==> src/nnsd_pkg.sv <==
// Shared constants, types and command/status structures for the nearest neighbor search.
package nnsd_pkg;

	localparam int MAX_ENTRIES    = 64;
	localparam int MAX_DIMENSIONS = 64;

	localparam int EW = $clog2(MAX_ENTRIES);
	localparam int DW = (MAX_DIMENSIONS > 1) ? $clog2(MAX_DIMENSIONS) : 1;
	localparam int AW = (MAX_ENTRIES * MAX_DIMENSIONS > 1) ?
		$clog2(MAX_ENTRIES * MAX_DIMENSIONS) : 1;

	localparam int CFG_W  = 7;
	localparam int DIST_W = 40;
	localparam int IDX_W  = 6;
	localparam int VAL_W  = 16;

	localparam logic REG_ENTRY_COUNT     = 1'b0;
	localparam logic REG_DIMENSION_COUNT = 1'b1;

	localparam logic CMD_LOAD  = 1'b0;
	localparam logic CMD_QUERY = 1'b1;

	typedef logic [EW-1:0] entry_t;
	typedef logic [DW-1:0] comp_t;

	typedef struct packed {
		logic   accept;
		logic   issue;
		entry_t entry;
		comp_t  comp;
		logic   first_comp;
		logic   last_comp;
		logic   first_entry;
		logic   last_entry;
		logic   load_out;
	} ctrl_cmd_t;

	typedef struct packed {
		logic   search_req;
		entry_t last_entry;
		comp_t  last_comp;
		logic   done;
		logic   out_free;
	} dp_status_t;

endpackage

==> src/nnsd_ctrl.sv <==
// Controller state machine that sequences the distance search over entries and components.
module nnsd_ctrl
	import nnsd_pkg::*;
(
	input  logic       clk,
	input  logic       arst_n,
	input  logic       in_valid,
	output logic       in_ready,
	input  dp_status_t status,
	output ctrl_cmd_t  cmd
);

	typedef enum logic [1:0] {
		ST_IDLE,
		ST_RUN,
		ST_DRAIN,
		ST_HOLD
	} state_t;

	state_t state_q;
	entry_t entry_q;
	comp_t  comp_q;

	assign in_ready = (state_q == ST_IDLE);

	always_comb begin
		cmd             = '0;
		cmd.accept      = in_valid && in_ready;
		cmd.issue       = (state_q == ST_RUN);
		cmd.entry       = entry_q;
		cmd.comp        = comp_q;
		cmd.first_comp  = (comp_q == '0);
		cmd.last_comp   = (comp_q == status.last_comp);
		cmd.first_entry = (entry_q == '0);
		cmd.last_entry  = (entry_q == status.last_entry);
		cmd.load_out    = (state_q == ST_HOLD) && status.out_free;
	end

	always_ff @(posedge clk or negedge arst_n) begin
		if (!arst_n) begin
			state_q <= ST_IDLE;
			entry_q <= '0;
			comp_q  <= '0;
		end else begin
			unique case (state_q)
				ST_IDLE: begin
					entry_q <= '0;
					comp_q  <= '0;
					if (cmd.accept && status.search_req) begin
						state_q <= ST_RUN;
					end
				end
				ST_RUN: begin
					if (cmd.last_comp) begin
						comp_q <= '0;
						if (cmd.last_entry) begin
							state_q <= ST_DRAIN;
						end else begin
							entry_q <= entry_q + 1'b1;
						end
					end else begin
						comp_q <= comp_q + 1'b1;
					end
				end
				ST_DRAIN: begin
					if (status.done) begin
						state_q <= ST_HOLD;
					end
				end
				ST_HOLD: begin
					if (status.out_free) begin
						state_q <= ST_IDLE;
					end
				end
				default: state_q <= ST_IDLE;
			endcase
		end
	end

endmodule

==> config.mk <==
export PLATFORM = sky130hd
export DESIGN_NAME = nnsd_ctrl
export DESIGN_NICKNAME = d
export VERILOG_FILES = /design/src/nnsd_pkg.sv /design/src/nnsd_ctrl.sv
export SDC_FILE = /design/constraint.sdc
export NUM_CORES = 1
export LEC_CHECK = 0
export BUFFER_PORTS_ARGS = -buffer_cell sky130_fd_sc_hd__buf_2
export CORE_MARGIN = 1
export CORE_UTILIZATION = 48
export DETAILED_ROUTE_END_ITERATION = 8
export PLACE_DENSITY_LB_ADDON = 0.2
export SLEW_MARGIN = 20
export SYNTH_ARGS = -nofsm -noshare
export SYNTH_HDL_FRONTEND = slang
export SYNTH_SLANG_ARGS = --single-unit
==> constraint.sdc <==
create_clock -name clk -period 2.8 [get_ports clk]
set_clock_uncertainty 0.2 [all_clocks]
set_input_delay 0.56 -clock clk [delete_from_list [all_inputs] [get_ports clk]]
set_output_delay 0.56 -clock clk [all_outputs]
set_load 0.02 [all_outputs]
==> results of run 1 <==
## worst max-delay path: stages, from the launching register on
cell	delay [ns]
dfrtp_1	0.50
xor2_1	0.20
nor4_1	0.47
nand2_1	0.10
inv_1	0.06
buf_2	0.15
## sequential cells by signal, summed over array words and instances, names as in the netlist
| register | count |
|---|---|
| comp_q | 6 |
| state_q | 2 |
| entry_q | 6 |
## per-stage QoR
stage,utilization (%),cell area (um2),setup WS [ns],power (W),cells
3_3_place_gp,63.7,1300,0.452,0.00106,185
5_1_grt,65.9,1350,0.132,0.00133,190
2_1_floorplan,-,1080,0.351,0.000879,124
4_1_cts,65.9,1350,0.297,0.00124,190
6_report,65.9,1350,0.280,0.00123,190
3_5_place_dp,63.7,1300,0.419,0.00109,185
## cell usage after synthesis
cell type / n / share of area, %
or2_2: 2 / 1.2
mux2i_1: 3 / 2.8
nand3_1: 6 / 2.8
o21ai_0: 2 / 0.92
o22ai_1: 2 / 1.2
nor4_1: 4 / 2.3
o211ai_1: 3 / 2.1
a211oi_4: 1 / 1.8
nand2_1: 14 / 4.8
xor2_2: 1 / 1.5
and2_1: 5 / 2.9
nor2_1: 7 / 2.4
a21oi_1: 5 / 2.3
xor2_1: 11 / 8.9
xnor2_1: 2 / 1.6
nand2b_1: 1 / 0.58
a31oi_1: 4 / 2.3
nand4_1: 1 / 0.58
or4b_1: 1 / 0.92
a222oi_1: 1 / 0.92
clkbuf_1: 5 / 1.7
nor3_1: 2 / 0.92
nor2b_1: 2 / 1.2
mux2_1: 1 / 1.0
inv_1: 10 / 3.5
a22o_1: 1 / 0.81
nand4b_1: 1 / 0.81
a41oi_1: 1 / 0.81
ha_1: 8 / 9.2
dfrtp_1: 14 / 32
or4_4: 1 / 1.0
mux2_2: 1 / 1.0
a41o_1: 1 / 0.92
## per-layer routing
| layer | share of wire (%) | routed length, um | global-route usage [%] |
|---|---|---|---|
| met2 | 52 | 1280 | 39.2 |
| met1 | 42 | 1030 | 25.7 |
| met5 | 0 | 0 | 0 |
| met3 | 5.5 | 136 | 3.70 |
| met4 | 0.57 | 14 | 4.76 |
## power groups by stage
stage               Combinational (W)  Sequential, W  Clock (W)
global route                 0.000771       0.000397   0.000160
CTS                          0.000709       0.000380   0.000151
global placement             0.000683       0.000378          0
floorplan                    0.000484       0.000395          0
detailed placement           0.000706       0.000385          0
finish                       0.000703       0.000381   0.000147
## cell type report
type	count	area share (%)
multi-input combinational	95	50.4
sequential	14	26.0
timing repair buffer	40	15.6
inverter	10	2.79
clock buffer	4	2.70
tap	27	2.51
## cells by family after synthesis
kind of cell | after synthesis | share of synthesized area [%]
simple gates | 47 | 22.4
xor+xnor | 14 | 12.0
buf+inv | 15 | 5.19
flops | 14 | 32.3
fa+ha+maj | 8 | 9.23
compound gates | 21 | 14.1
mux | 5 | 4.84
## worst min-delay path by stage
stage / from / endpoint / slack (ns) / cells after the start
finish: state_q[1] / state_q[1] / 0.37 / 1
global route: state_q[1] / state_q[1] / 0.41 / 1
CTS: state_q[1] / state_q[1] / 0.38 / 1
detailed placement: arst_n / entry_q[5] / 0.28 / 1
global placement: arst_n / entry_q[5] / 0.28 / 1
floorplan: arst_n / comp_q[0] / 0.06 / 0
==> qor.csv, run 1 <==
stage,metric,value,unit
timing,hold_ws,0.365,ns
timing,finalHoldViolCount,0,
clock_tree,cts.root.buffer_cell,clkbuf_4,
detailed_routing,wl_per_cell,12.9,um
clock_tree,postCtsSetupBuffers,0,
floorplan,die_y,49.5,um
detailed_routing,remaining_drc_errors,0,
worst_setup_path,r2r_cells,6,
logic_synthesis,syn-num-nets,150,
placement,gp_congestion,0.843,
timing,final_max_slew_viol_count,0,
power,p_sw_share,49.4,%
logic_synthesis,syn_avg_cell_area,8.75,um2
worst_setup_path,critPathLaunchType,flop,
clock_tree,cts_made_buffers,3,
detailed_routing,dr.first_iter.drc_count,20,
final_layout,final_common_cell,buf_2,
timing,finalCritPeriodShare,90.0,%
final_layout,finish.net_count,190,
worst_setup_path,critPathCapture,cmd[3],
logic_synthesis,ys_seq_area_share,32.3,%
final_layout,num_antenna_cells,0,
timing,tightest_slew,0.635,ns
power,p_switching,0.000609,W
job,max-cap-violations,0,
worst_setup_path,reg2reg_from,state_q[1],
clock_tree,cts_hold_buf,1,
worst_setup_path,rr_endpoint,comp_q[2],
clock_tree,clock_sinks,14,
worst_setup_path,critPathArrivalTime,1.76,ns
power,ir_worst_vdd,0.509,mV
min_path,hp-class,reg2reg,
logic_synthesis,yosysUniqueCellTypes,33,
timing,rsz0062_at_grt,no,
floorplan,die_area,0.00245,mm2
clock_tree,path_clk_slew,0.09,ns
floorplan,die_w,49.5,um
status,status,completed,
timing,fmax,397,MHz
grt,grt_max_degree,15,
logic_synthesis,synth_warnings,0,
detailed_routing,wl,2460,um
power,seqPwrFrac,31.0,%
clock_tree,clkLatencyLatePin,0.28,ns
power,powerDensity,915,mW/mm2
grt,grt.total_usage,21.4,%
timing,fin_crit,2.52,ns
power,p_int,0.000623,W
worst_setup_path,critPathLaunch,comp_q[3],
final_layout,final_layout_size_suffix_gt1_share,30.1,%
clock_tree,cts_resized,0,
worst_setup_path,critPathMaxFanout,8,
final_layout,regArea,350,um2
detailed_routing,num_vias,1031,
power,leakage,0.686,nW
grt,grt_pass1_vias,936,
placement,dp_hpwl,1940,um
detailed_routing,antenna_left,0,
final_layout,fillers,178,
floorplan,io_pins,38,
power,pwr-share-clk,11.9,%
worst_setup_path,endpoint_kind,output port,
power,pwr-share-comb,57.1,%
detailed_routing,viasPerCell,5.43,
logic_synthesis,syn_inst,124,
final_layout,area_growth_syn_to_layout,24.1,%
floorplan,fp-row-count,16,
final_layout,layout_common_cells,"buf_2, nand2_1, dfrtp_1, xor2_1, inv_1",
grt,grt_pass1_wl,4130,um
clock_tree,cts_buffer_depth,2,
grt,antenna_found_initial,0,
detailed_routing,drt_pass1_iterations,4,
floorplan,coreArea,0.00204,mm2
worst_setup_path,path_class,reg2out,
worst_setup_path,rrSetupSlack,0.56,ns
clock_tree,cts_tree,yes,
floorplan,initial_core_util,53.1,%
grt,grt.overflow.total,0,
timing,max_slew_margin,57.6,%
logic_synthesis,syn_area,0.00108,mm2
logic_synthesis,synth_seq_cells,14,
timing,setup_viol,0,
placement,io_buffers,37,
clock_tree,h-tree-depth,1,
final_layout,multi_input_area,678,um2
timing,fin_setup_tns,0,ns
worst_setup_path,cp.required,2.04,ns
Power figures use the tool's default switching activity.
==> inputs of run 2 (changes only) <==
- GPL_TIMING_DRIVEN: not set -> 0
- SKIP_CTS_REPAIR_TIMING: not set -> 1
- clock period: 2.8 -> 3 ns (I/O delays scaled with it)
==> run 2 against run 1 <==
Critical path depth is the same. Count of clock-buffer cells in the layout is 1 lower. Via count grew 0.48%. First-iteration DRC count rose by 5.0%. Routed wire length up 2.0%. Highest routed layer unchanged.
==> qor.csv, run 2 (synthesized netlist as in run 1, its figures left out) <==
stage,metric,value,unit
worst_setup_path,crit_family,simple AND/OR/NAND/NOR gates,
detailed_routing,viasPerCell,5.42,
power,leakage,0.670,nW
timing,max_slew_margin,53.6,%
worst_setup_path,endpoint_kind,output port,
timing,setup_viol,0,
final_layout,finish.net_count,192,
clock_tree,path_clk_slew,0.08,ns
timing,fin_setup_tns,0,ns
final_layout,final_common_cell,buf_2,
floorplan,initial_core_util,53.1,%
final_layout,fillers,181,
clock_tree,cts.root.buffer_cell,clkbuf_4,
grt,grt_pass1_vias,913,
clock_tree,clock_sinks,14,
final_layout,final_layout_size_suffix_gt1_share,28.7,%
final_layout,area_growth_syn_to_layout,22.8,%
timing,final_max_slew_viol_count,0,
timing,finalHoldViolCount,0,
final_layout,reg.largest.list,"comp_q x6, entry_q x6, state_q x2",
detailed_routing,num_vias,1036,
worst_setup_path,critical-path-slowest-cell,nor4_2,
power,powerDensity,850,mW/mm2
placement,gp_congestion,0.849,
worst_setup_path,path_cells,"clkbuf_1, xor2_1, nor4_2, and2_1, buf_2",
grt,grt.overflow.total,0,
floorplan,die_area,0.00245,mm2
grt,grt_pass1_wl,4050,um
clock_tree,cts_tree,yes,
worst_setup_path,critPathArrivalTime,1.98,ns
timing,fin_crit,2.78,ns
detailed_routing,wl,2510,um
floorplan,coreArea,0.00204,mm2
worst_setup_path,crit_buf_inv,2,
detailed_routing,drt_pass1_iterations,5,
final_layout,final_cells,191,
timing,tightest_slew,0.696,ns
timing,finalCritPeriodShare,92.5,%
clock_tree,cts_buffer_depth,2,
grt,grt.total_usage,21.9,%
worst_setup_path,path_class,reg2out,
min_path,hp-class,in2async,
timing,fmax,360,MHz
worst_setup_path,worst_path_largest_cell_delay,0.55,ns
placement,dp.cells,188,
floorplan,fp-row-count,16,
detailed_routing,antenna_left,0,
timing,rsz0062_at_grt,no,
floorplan,die_y,49.5,um
clock_tree,clkLatencyLatePin,0.28,ns
power,ir_worst_vdd,0.580,mV
final_layout,num_antenna_cells,0,
detailed_routing,remaining_drc_errors,0,
final_layout,layout_common_cells,"buf_2, nand2_1, dfrtp_1, xor2_1, inv_1",
placement,io_buffers,37,
grt,antenna_found_initial,0,
worst_setup_path,cp.required,2.20,ns
worst_setup_path,critPathLaunchType,flop,
floorplan,io_pins,38,
detailed_routing,wl_per_cell,13.1,um
clock_tree,cts_made_buffers,3,
detailed_routing,dr.first_iter.drc_count,21,
status,status,completed,
grt,grt_max_degree,15,
worst_setup_path,critPathMaxFanout,8,
floorplan,die_w,49.5,um
placement,dp_hpwl,1970,um
job,max-cap-violations,0,
clock_tree,h-tree-depth,1,
[run 2: changes by cell type in the layout (fill, tap and decap cells not counted), sizes merged]
cell	previous run	this run
clkbuf	4	8
buf	39	37
dlygate4sd3	1	0
[run 2: worst paths after layout]
kind,startpoint,to,slack (ns),depth (start not counted)
min,arst_n,entry_q[4],0.008,1
max,entry_q[2],cmd[1],0.22,5
max reg2reg,comp_q[4],entry_q[3],0.51,5
max in group asynchronous,arst_n,state_q[0],2.34,1
min reg2reg,state_q[1],state_q[1],0.36,1
min in group clk,state_q[1],state_q[1],0.36,1
[run 2: final cells by class]
type	instances	area (um2)	area share (%)
Clock buffer	3	22.5	1.69
Buffer	5	18.8	1.41
Inverter	10	37.5	2.82
Tap cell	27	33.8	2.54
Multi-Input combinational cell	95	684	51.4
Timing Repair Buffer	37	185	13.9
Sequential cell	14	350	26.3
[run 2: layer usage]
layer	global-route usage [%]	wire length, um
met5	0	0
met4	10.0	41
met3	3.09	124
met2	38.3	1240
met1	26.3	1100
[run 2: stage by stage]
step	hold WS (ns)	setup slack [ns]	power (W)	util (%)	instance area, um2
3_5_place_dp	0.320	0.269	0.00102	63.8	1300
3_3_place_gp	0.316	0.285	0.000993	63.8	1300
6_report	0.00822	0.224	0.00113	65.3	1330
2_1_floorplan	0.104	0.511	0.000820	-	1080
4_1_cts	0.0140	0.0392	0.00113	65.0	1330
5_1_grt	0.0227	0.0460	0.00122	65.3	1330
[run 2: report_power, final]
part	internal [W]	total, W	switching [W]
Clock	0.0000465	0.000106	0.0000599
Sequential	0.000250	0.000326	0.0000759
Combinational	0.000261	0.000700	0.000439
Total	0.000557	0.00113	0.000575
